## src/hdl/scc_pkg.sv

```systemverilog
`timescale 1ns / 1ps

package scc_pkg;

    localparam int NODE_W = 6;
    localparam int CNT_W  = 7;

    typedef struct packed {
        logic [NODE_W-1:0] edge_source;
        logic [NODE_W-1:0] edge_target;
        logic              edge_present;
        logic              last_edge;
    } edge_req_t;

    typedef struct packed {
        logic [NODE_W-1:0] node_id;
        logic [NODE_W-1:0] component_id;
        logic              component_end;
        logic              last_result;
        logic              dropped_edges;
    } result_req_t;

    typedef enum logic [4:0] {
        OP_NONE,
        OP_LOAD,
        OP_F_START,
        OP_F_ROOT_SKIP,
        OP_F_ROOT_PUSH,
        OP_F_READ,
        OP_F_CHECK,
        OP_F_FINISH,
        OP_POP_READ,
        OP_POP_LOAD,
        OP_POP_LAST,
        OP_R_START,
        OP_R_READ,
        OP_R_ROOT,
        OP_R_SCAN_INIT,
        OP_R_EDGE_READ,
        OP_R_EDGE_CHECK,
        OP_R_PUSH,
        OP_C_END,
        OP_FINAL
    } op_t;

    typedef enum logic [3:0] {
        ST_IDLE,
        ST_F_START,
        ST_F_ROOT,
        ST_F_SCAN,
        ST_F_CHECK,
        ST_F_POP,
        ST_F_POPW,
        ST_R_NEXT,
        ST_R_GET,
        ST_R_SINIT,
        ST_R_SRD,
        ST_R_SCHK,
        ST_R_POP,
        ST_R_POPW,
        ST_R_FINAL
    } state_t;

    typedef struct packed {
        logic r_end;
        logic r_marked;
        logic f_scan_end;
        logic f_hit;
        logic sp_one;
        logic k_zero;
        logic v_marked;
        logic r_scan_end;
        logic best_found;
        logic emit_ok;
        logic final_ok;
    } status_t;

endpackage

```

## src/hdl/scc_ctrl.sv

```systemverilog
`timescale 1ns / 1ps

module scc_ctrl (
    input  logic              clk,
    input  logic              rst_n,
    input  logic              edge_valid,
    input  logic              edge_last,
    input  scc_pkg::status_t  status,
    output logic              edge_ready,
    output scc_pkg::op_t      cmd
);

    scc_pkg::state_t state_reg;
    scc_pkg::state_t state_next;

    always_ff @(posedge clk or negedge rst_n)
    begin
        if (!rst_n)
        begin
            state_reg <= scc_pkg::ST_IDLE;
        end
        else
        begin
            state_reg <= state_next;
        end
    end

    always_comb
    begin
        state_next = state_reg;
        case (state_reg)
            scc_pkg::ST_IDLE:
            begin
                if (edge_valid && edge_last)
                begin
                    state_next = scc_pkg::ST_F_START;
                end
            end
            scc_pkg::ST_F_START: state_next = scc_pkg::ST_F_ROOT;
            scc_pkg::ST_F_ROOT:
            begin
                if (status.r_end)
                begin
                    state_next = scc_pkg::ST_R_NEXT;
                end
                else if (!status.r_marked)
                begin
                    state_next = scc_pkg::ST_F_SCAN;
                end
            end
            scc_pkg::ST_F_SCAN:
            begin
                state_next = status.f_scan_end ? scc_pkg::ST_F_POP : scc_pkg::ST_F_CHECK;
            end
            scc_pkg::ST_F_CHECK: state_next = scc_pkg::ST_F_SCAN;
            scc_pkg::ST_F_POP:
            begin
                state_next = status.sp_one ? scc_pkg::ST_F_ROOT : scc_pkg::ST_F_POPW;
            end
            scc_pkg::ST_F_POPW: state_next = scc_pkg::ST_F_SCAN;
            scc_pkg::ST_R_NEXT:
            begin
                state_next = status.k_zero ? scc_pkg::ST_R_FINAL : scc_pkg::ST_R_GET;
            end
            scc_pkg::ST_R_GET:
            begin
                if (status.v_marked)
                begin
                    state_next = scc_pkg::ST_R_NEXT;
                end
                else if (status.emit_ok)
                begin
                    state_next = scc_pkg::ST_R_SINIT;
                end
            end
            scc_pkg::ST_R_SINIT: state_next = scc_pkg::ST_R_SRD;
            scc_pkg::ST_R_SRD:
            begin
                if (!status.r_scan_end)
                begin
                    state_next = scc_pkg::ST_R_SCHK;
                end
                else if (!status.best_found)
                begin
                    state_next = scc_pkg::ST_R_POP;
                end
                else if (status.emit_ok)
                begin
                    state_next = scc_pkg::ST_R_SINIT;
                end
            end
            scc_pkg::ST_R_SCHK: state_next = scc_pkg::ST_R_SRD;
            scc_pkg::ST_R_POP:
            begin
                state_next = status.sp_one ? scc_pkg::ST_R_NEXT : scc_pkg::ST_R_POPW;
            end
            scc_pkg::ST_R_POPW: state_next = scc_pkg::ST_R_SINIT;
            scc_pkg::ST_R_FINAL:
            begin
                if (status.final_ok)
                begin
                    state_next = scc_pkg::ST_IDLE;
                end
            end
            default: state_next = scc_pkg::ST_IDLE;
        endcase
    end

    always_comb
    begin
        cmd        = scc_pkg::OP_NONE;
        edge_ready = 1'b0;
        case (state_reg)
            scc_pkg::ST_IDLE:
            begin
                edge_ready = 1'b1;
                if (edge_valid)
                begin
                    cmd = scc_pkg::OP_LOAD;
                end
            end
            scc_pkg::ST_F_START: cmd = scc_pkg::OP_F_START;
            scc_pkg::ST_F_ROOT:
            begin
                if (status.r_end)
                begin
                    cmd = scc_pkg::OP_R_START;
                end
                else if (status.r_marked)
                begin
                    cmd = scc_pkg::OP_F_ROOT_SKIP;
                end
                else
                begin
                    cmd = scc_pkg::OP_F_ROOT_PUSH;
                end
            end
            scc_pkg::ST_F_SCAN:
            begin
                cmd = status.f_scan_end ? scc_pkg::OP_F_FINISH : scc_pkg::OP_F_READ;
            end
            scc_pkg::ST_F_CHECK: cmd = scc_pkg::OP_F_CHECK;
            scc_pkg::ST_F_POP, scc_pkg::ST_R_POP:
            begin
                if (!status.sp_one)
                begin
                    cmd = scc_pkg::OP_POP_READ;
                end
                else if (state_reg == scc_pkg::ST_F_POP)
                begin
                    cmd = scc_pkg::OP_POP_LAST;
                end
                else
                begin
                    cmd = scc_pkg::OP_C_END;
                end
            end
            scc_pkg::ST_F_POPW, scc_pkg::ST_R_POPW: cmd = scc_pkg::OP_POP_LOAD;
            scc_pkg::ST_R_NEXT:
            begin
                if (!status.k_zero)
                begin
                    cmd = scc_pkg::OP_R_READ;
                end
            end
            scc_pkg::ST_R_GET:
            begin
                if (!status.v_marked && status.emit_ok)
                begin
                    cmd = scc_pkg::OP_R_ROOT;
                end
            end
            scc_pkg::ST_R_SINIT: cmd = scc_pkg::OP_R_SCAN_INIT;
            scc_pkg::ST_R_SRD:
            begin
                if (!status.r_scan_end)
                begin
                    cmd = scc_pkg::OP_R_EDGE_READ;
                end
                else if (status.best_found && status.emit_ok)
                begin
                    cmd = scc_pkg::OP_R_PUSH;
                end
            end
            scc_pkg::ST_R_SCHK: cmd = scc_pkg::OP_R_EDGE_CHECK;
            scc_pkg::ST_R_FINAL:
            begin
                if (status.final_ok)
                begin
                    cmd = scc_pkg::OP_FINAL;
                end
            end
            default: cmd = scc_pkg::OP_NONE;
        endcase
    end

endmodule

```

## config.mk

```make
export PLATFORM = sky130hd
export DESIGN_NAME = scc_ctrl
export DESIGN_NICKNAME = d
export VERILOG_FILES = /design/src/hdl/scc_pkg.sv /design/src/hdl/scc_ctrl.sv
export SDC_FILE = /design/constraint.sdc
export NUM_CORES = 1
export LEC_CHECK = 0
export BUFFER_PORTS_ARGS = -buffer_cell sky130_fd_sc_hd__buf_2
export CAP_MARGIN = 20
export CELL_PAD_IN_SITES_DETAIL_PLACEMENT = 1
export CELL_PAD_IN_SITES_GLOBAL_PLACEMENT = 1
export CORE_MARGIN = 4
export CORE_UTILIZATION = 36
export CTS_CLUSTER_DIAMETER = 200
export CTS_CLUSTER_SIZE = 20
export DETAILED_ROUTE_END_ITERATION = 6
export PLACE_DENSITY = 0.83
export SETUP_SLACK_MARGIN = 0.4
export SYNTH_ARGS = -nofsm -noshare
export SYNTH_HDL_FRONTEND = slang
export SYNTH_SLANG_ARGS = --single-unit
```

## constraint.sdc

```tcl
create_clock -name clk -period 3.67 [get_ports clk]
set_input_delay 0.367 -clock clk [delete_from_list [all_inputs] [get_ports clk]]
set_output_delay 0.367 -clock clk [all_outputs]
set_load 0.02 [all_outputs]
```

### After elaboration in Yosys (flattened, before gate mapping)

Cells that the tools add are included.

* equal/unequal tests: 17
* mux-type cells: 26
* reductions and logical operators: 10

Operators by type and width (count)
* 5-bit case mux with 13 select lines: 1
* 4-bit case mux with 13 select lines: 1
* 4-bit 2-to-1 mux: 12
* 4-bit == test, second input constant: 7
* 5-bit 2-to-1 mux: 5
* 4-bit by 3-bit == test with 1-bit output, second input constant: 4
* 3-bit 2-to-1 mux: 3
* 4-bit by 2-bit == test with 1-bit output, second input constant: 2
* 2-bit OR reduction: 4
* 4-bit by 1-bit == test with 1-bit output, second input constant: 1
* 4-bit zero test: 1
* 2-bit inequality test, second input constant: 2
* 1-bit logical AND: 3
* 1-bit 2-to-1 mux: 3
* 3-bit inequality test, second input constant: 1
* 3-bit AND reduction: 1
* 2-bit 2-to-1 mux: 1
* 1-bit zero test: 1

* flip-flop bits (word level): 4
* input port bits: 15
* output and inout bits: 6

### Depth between registers and ports, before layout

Gate-level depths: netlist of the first run.

* depth after elaboration: 4
* mapped depth: 6

### Least setup slack after synthesis of the first run

OpenSTA, ideal clock, no wires.

* kind: register -> output
* from: reg state_reg[0]
* to: out cmd[0]
* arrival: 1.600 ns
* required time: 3.303 ns
* slack: 1.703 ns
* cell stages (with the launch flop): 6
* path buffers: 1
* path through: dfrtp_1 -> buf_2 -> or2_1 -> nor3_1 -> nand2_1 -> o2111ai_1

* cells in the longest elaborated chain, start to end: 3

Ends and longest elaborated chain
* start, declared: RTL line scc_ctrl.sv:13 `scc_pkg::state_t state_reg;`
* start signal, assigned: RTL line scc_ctrl.sv:20 `state_reg <= scc_pkg::ST_IDLE;`
* start signal, assigned: RTL line scc_ctrl.sv:24 `state_reg <= state_next;`
* 4-bit == test / 4-bit by 3-bit == test with 1-bit output (equally long branches): RTL line scc_ctrl.sv:113 `case (state_reg)`
* 2-bit OR reduction: RTL line scc_ctrl.sv:113
* 5-bit case mux with 13 select lines *: RTL line scc_ctrl.sv:113
* end, declared: RTL line scc_ctrl.sv:10 `output scc_pkg::op_t cmd`

Every way passes the cells marked *; elsewhere a longest branch is shown, timed or not.

### Worst setup path after layout of the first run

* from: reg state_reg[2]
* to: out cmd[3]

* cells in the longest elaborated chain, start to end: 4

Ends and longest elaborated chain
* 4-bit by 3-bit == test with 1-bit output: RTL line scc_ctrl.sv:113, scc_ctrl.sv:149
* 5-bit 2-to-1 mux: RTL line scc_ctrl.sv:149 `else if (state_reg == scc_pkg::ST_F_POP)`
* 5-bit 2-to-1 mux: RTL line scc_ctrl.sv:145 `if (!status.sp_one)`
* 5-bit case mux with 13 select lines *: RTL line scc_ctrl.sv:113

Marks and branches as above.

==> impl_metrics.json, run 1 <==
{
  "status": "finished clean",
  "ir_drop_mv": 0.297,
  "leakagePower_uw": 0.000327,
  "postSynthAreaPerCell_um2": 7.02,
  "cts_resized": 0,
  "hold_path.startpoint": "status[5]",
  "fillers": 237,
  "nets": 124,
  "cts_tree": "done",
  "mostFrequentLayoutCells": "buf_2 (19), nand2_1 (9), nor2_1 (8), o21ai_0 (7)",
  "ys.flop_type": "dfrtp_1",
  "synth_area_leaders": "dfrtp_1 (16%), o21ai_0 (5.4%), nand2_1 (5.2%)",
  "setup.worst_path.start": "state_reg[2]$_DFFE_PN0P_",
  "synth_top_cell_by_area": "dfrtp_1",
  "slew_violations": 0,
  "die_y_um": 50.4,
  "drive_above_1_share": 0.243,
  "r2r_end": "state_reg[0]$_DFFE_PN0P_",
  "h-tree-depth": 1,
  "synth_nets": 107,
  "setup_viol": 0,
  "cp_max_fo": 22,
  "via_count": 796,
  "dpl.cell_count": 128,
  "drt-initial-drc-count": 23,
  "synth_area_um2": 646,
  "cts_sinks": 4,
  "max_stage_delay_ns": 0.74,
  "synthCells": 92,
  "ctsRootBufferMaster": "clkbuf_4",
  "final_area_um2": 759,
  "cellPowerDensity_nw_per_um2": 895,
  "holdPathStages": 3,
  "viasPerCell": 6.03,
  "post_drt_wl_per_cell_um": 15.8,
  "ioPinCount": 21,
  "firstDrtPassIters": 4,
  "rsz0062_at_grt": "no",
  "startpoint_type": "flip-flop",
  "die_w_um": 50.4,
  "ys_types": 36,
  "crit_chain": "and2b_4 -> and4b_1 -> a211oi_2 -> o311ai_1 -> buf_2",
  "layout.cells.non_filler": 132,
  "critPathKind": "reg2out",
  "synth_top_area_share": 0.155,
  "dieArea_um2": 2540,
  "place_area_um2": 727,
  "maxCapViolCount": 0,
  "hp-class": "in2reg",
  "hold_viol": 0,
  "finalCritPeriodShare": 0.663,
  "grt_pass1_vias": 785,
  "final_common_cell": "buf_2",
  "largest_reg_flops": 4,
  "grt_use_total": 0.180,
  "slew_headroom": 0.572,
  "grt_pass1_wl_mm": 3.59,
  "cpMaxStageDelayCell": "dfrtp_1",
  "ys_seq_area_frac": 0.155,
  "numCtsBuffers": 3,
  "arrival_ns": 2.06,
  "totalNegativeSetupSlack_ns": 0,
  "wl_mm": 2.08,
  "final_util": 0.445,
  "critPathRequiredTime_ns": 3.30,
  "n_antenna_cell": 0,
  "num_rows": 15,
  "reg2regPathDepth": 4,
  "coreArea_um2": 1710,
  "r2r_start": "state_reg[2]$_DFFE_PN0P_",
  "syn2layout_area_growth_pct": 17.6,
  "tightest_slew_ns": 0.642,
  "clk_latency_ns": 0.24,
  "r2r_slack_ns": 1.97,
  "finClkSkew_ns": 0.00199,
  "drtAntennaViolNets": 0,
  "async_flop_share": 1.00,
  "synth-edff-count": 0,
  "fmax_ghz": 0.411,
  "antenna_found_initial": 0,
  "place_congestion": 0.802,
  "holdWs_ns": 0.414,
  "start_util": 0.378,
  "holdPathEnd": "state_reg[1]$_DFFE_PN0P_",
  "finalCriticalPeriod_ns": 2.43,
  "synth_warnings": 0,
  "cts_buffer_depth": 2,
  "remaining_drc_errors": 0,
  "dp_hpwl_mm": 1.57,
  "critPathCaptureType": "primary output",
  "portBuffers": 19,
  "gr-total-overflow": 0,
  "clkTransAtPathRegs_ns": 0.04,
  "synth_seq_cells": 4,
  "grt_max_degree": 24
}
through the flow:
step / power (µW) / setup slack, ns
after floorplan: 514 / 1.70
after global placement: 608 / 1.56
after detailed placement: 623 / 1.50
after CTS: 682 / 1.25
after global routing: 748 / 1.13
final: 680 / 1.24
what timing repair did:
action,in CTS,in global routing
endpoints found under the hold margin,4,0
hold buffers,1,0
buffers inserted,0,0
routing by layer:
metal  up-vias  routed length, µm  global-route usage  part of all wire
met4         0                 21              0.0538             0.010
met2        28                993               0.289              0.48
li1        383                  -                   -                 -
met3         2                114              0.0267             0.055
met1       383                952               0.248              0.46
met5         -                  0                   0                 0
cell type report:
class,count,area [µm²],share of cell area
clock buffers,3,22.5,0.0297
inverters,4,15.0,0.0198
multi-input cells,76,485,0.639
flip-flops and latches,4,100,0.132
well taps,25,31.3,0.0412
repair buffers,20,105,0.138
power breakdown:
| group | internal (µW) | total (µW) | switching, µW |
|---|---|---|---|
| sequential | 64.4 | 176 | 111 |
| combinational | 198 | 449 | 251 |
| clock | 36.6 | 55.7 | 19.0 |
critical path: cells and delay by family, from the launching register on:
kind / cells / cell delay, ns
AO/OA/AOI/OAI: 2 / 0.38
buffers and inverters: 1 / 0.19
flip-flops: 1 / 0.74
AND/OR/NAND/NOR: 2 / 0.51
cells by family after synthesis:
group           count (synthesis)  share of synthesized area
compound gates                 37                      0.395
simple gates                   35                      0.293
buf+inv                        12                     0.0930
mux                             4                     0.0640
flops                           4                      0.155
cell usage after synthesis, types with 2 or more instances:
master	n
and4b_1	2
o311ai_1	2
o22ai_1	2
nor2b_1	3
nor2_1	8
inv_1	4
nand2b_1	5
buf_4	2
o2111ai_1	2
a31oi_1	4
nor3_1	2
dfrtp_1	4
mux2i_1	3
nand3_1	2
a21oi_1	5
o21ai_1	2
a22oi_1	2
o21ai_0	7
buf_2	6
nand2_1	9
worst max-delay path by stage:
stage	to	slack (ns)	depth (start not counted)
detailed placement	cmd[3]	1.50	5
finish	cmd[3]	1.24	5
global placement	cmd[3]	1.56	5
global route	cmd[3]	1.13	5
floorplan	cmd[0]	1.70	5
CTS	cmd[3]	1.25	5
Note: power is estimated with default switching activity, not from simulation.
==> run 2: changes to the inputs <==
--- a/config.mk
+++ b/config.mk
@@ -10,11 +10,11 @@
 export CELL_PAD_IN_SITES_DETAIL_PLACEMENT = 1
 export CELL_PAD_IN_SITES_GLOBAL_PLACEMENT = 1
 export CORE_MARGIN = 4
-export CORE_UTILIZATION = 36
+export CORE_UTILIZATION = 34
 export CTS_CLUSTER_DIAMETER = 200
 export CTS_CLUSTER_SIZE = 20
 export DETAILED_ROUTE_END_ITERATION = 6
-export PLACE_DENSITY = 0.83
+export PLACE_DENSITY = 0.79
 export SETUP_SLACK_MARGIN = 0.4
 export SYNTH_ARGS = -nofsm -noshare
 export SYNTH_HDL_FRONTEND = slang
==> constraint.sdc (replaced) <==
create_clock -name clk -period 2.3 [get_ports clk]
set_input_delay 0.23 -clock clk [delete_from_list [all_inputs] [get_ports clk]]
set_output_delay 0.23 -clock clk [all_outputs]
set_load 0.02 [all_outputs]
==> impl_metrics.json, run 2 (synthesis results as in run 1) <==
{
  "finalCriticalPeriod_ns": 1.92,
  "grt_pass1_vias": 866,
  "swShare": 0.520,
  "cts_buffer_depth": 2,
  "seqPwrFrac": 0.134,
  "layout.cells.non_filler": 148,
  "remaining_drc_errors": 0,
  "die_w_um": 51.6,
  "setup_viol": 0,
  "arrival_ns": 1.69,
  "portBuffers": 19,
  "p_sw_uw": 746,
  "ir_drop_mv": 0.676,
  "p_comb_frac": 0.798,
  "via_count": 922,
  "fillers": 238,
  "slew_violations": 0,
  "final_util": 0.523,
  "post_drt_wl_per_cell_um": 20.1,
  "max_stage_delay_ns": 0.48,
  "hold_viol": 0,
  "antenna_found_initial": 0,
  "finClkSkew_ns": 0.0111,
  "grt_use_total": 0.202,
  "critPathRequiredTime_ns": 2.07,
  "crit_chain": "and4b_1 -> nor2b_1 -> a211oi_2 -> o311ai_1 -> buf_2",
  "final_common_cell": "buf_2",
  "ioPinCount": 21,
  "clk_latency_ns": 0.26,
  "hp-class": "in2reg",
  "n_antenna_cell": 0,
  "ctsRootBufferMaster": "clkbuf_4",
  "nets": 140,
  "coreArea_um2": 1760,
  "internal-power_uw": 688,
  "cp_max_fo": 12,
  "leakagePower_uw": 0.000406,
  "grt_max_degree": 16,
  "startpoint_type": "flip-flop",
  "h-tree-depth": 1,
  "mostFrequentLayoutCells": "buf_2 (17), buf_4 (15), nand2_1 (9), nor2_1 (8), o21ai_0 (7)",
  "maxCapViolCount": 0,
  "gr-total-overflow": 0,
  "tightest_slew_ns": 0.550,
  "slew_headroom": 0.624,
  "clkTransAtPathRegs_ns": 0.05,
  "firstDrtPassIters": 5,
  "drt-initial-drc-count": 37,
  "viasPerCell": 6.23,
  "rsz0062_at_grt": "yes",
  "start_util": 0.366,
  "dpl.cell_count": 133,
  "dieArea_um2": 2660,
  "cts_tree": "done",
  "cts_sinks": 4,
  "fmax_ghz": 0.521,
  "numCtsBuffers": 3,
  "wl_mm": 2.97,
  "syn2layout_area_growth_pct": 43.0,
  "finalCritPeriodShare": 0.834,
  "cellPowerDensity_nw_per_um2": 1550,
  "dp_hpwl_mm": 1.77,
  "num_rows": 15,
  "clock_power_share": 0.068,
  "largest_reg_flops": 4,
  "multi_input_area_um2": 504,
  "drive_above_1_share": 0.398,
  "totalNegativeSetupSlack_ns": 0,
  "status": "finished clean",
  "die_y_um": 51.6,
  "critPathCaptureType": "primary output",
  "grt_pass1_wl_mm": 4.00,
  "critPathKind": "reg2out",
  "cpMaxStageDelayCell": "dfrtp_2",
  "place_congestion": 0.923,
  "ff_latch_area_um2": 105,
  "drtAntennaViolNets": 0
}
-- run 2: cell count changes in the layout (fill, tap and decap cells not counted), moves of 2 or more --
cell / change
buf_2: -2
buf_4: +15
buf_6: +3
dfrtp_1: -4
dfrtp_2: +4
-- run 2: critical path, delay by kind of cell, from the launching register on --
kind,cells,cell delay [ns]
flops,1,0.48
buf+inv,1,0.18
compound gates,2,0.41
simple gates,2,0.36
-- run 2: path summary, 6_finish.rpt --
check / from / end / slack [ns] / cells after the start
worst max-delay path: state_reg[1]$_DFFE_PN0P_ / cmd[3] / 0.38 / 5
worst min register to register: state_reg[3]$_DFFE_PN0P_ / state_reg[0]$_DFFE_PN0P_ / 0.69 / 2
worst min-delay path: status[5] / state_reg[2]$_DFFE_PN0P_ / 0.31 / 3
max in group asynchronous: rst_n / state_reg[3]$_DFFE_PN0P_ / 1.81 / 2
min in group asynchronous: rst_n / state_reg[2]$_DFFE_PN0P_ / 0.34 / 2
worst max register to register: state_reg[2]$_DFFE_PN0P_ / state_reg[0]$_DFFE_PN0P_ / 0.64 / 5
-- run 2: area by class of cell --
class / instances / share of cell area
repair buffers: 36 / 0.262
multi-input cells: 76 / 0.546
clock buffers: 3 / 0.0244
inverters: 4 / 0.0203
flip-flops and latches: 4 / 0.114
well taps: 25 / 0.0339
-- run 2: stage by stage --
step	setup slack, ns	cell area (µm²)	total power [µW]	hold WS, ns
5_1_grt	0.313	923	1520	0.324
4_1_cts	0.388	831	1220	0.296
3_5_place_dp	0.441	764	1060	0.0398
6_report	0.381	923	1430	0.307
3_3_place_gp	0.457	764	1030	0.0327
2_1_floorplan	0.470	646	820	-0.0656
-- run 2: timing repair --
item	CTS	global route
setup buffers	1	10
setup endpoints to repair	4	4
resized for setup	8	7
cloned	0	0
pin swaps	0	1
hold buffers	1	0
endpoints found under the hold margin	4	0
-- run 2: power groups by stage --
stage / combinational [µW] / clock, µW / sequential, µW
3_5_place_dp: 840 / 0 / 219
4_1_cts: 919 / 89.7 / 209
6_report: 1140 / 97.5 / 193
2_1_floorplan: 700 / 0 / 120
5_1_grt: 1220 / 103 / 197
3_3_place_gp: 815 / 0 / 219
-- run 2: metal layers --
metal  vias to the layer above  share of wire  global-route usage  routed length, µm
li1                        411              -                   -                  -
met1                       444           0.40               0.241               1180
met2                        54           0.50               0.369               1480
met3                        13          0.072             0.00573                215
met4                         0          0.029               0.100                 87
met5                         -              0                   0                  0
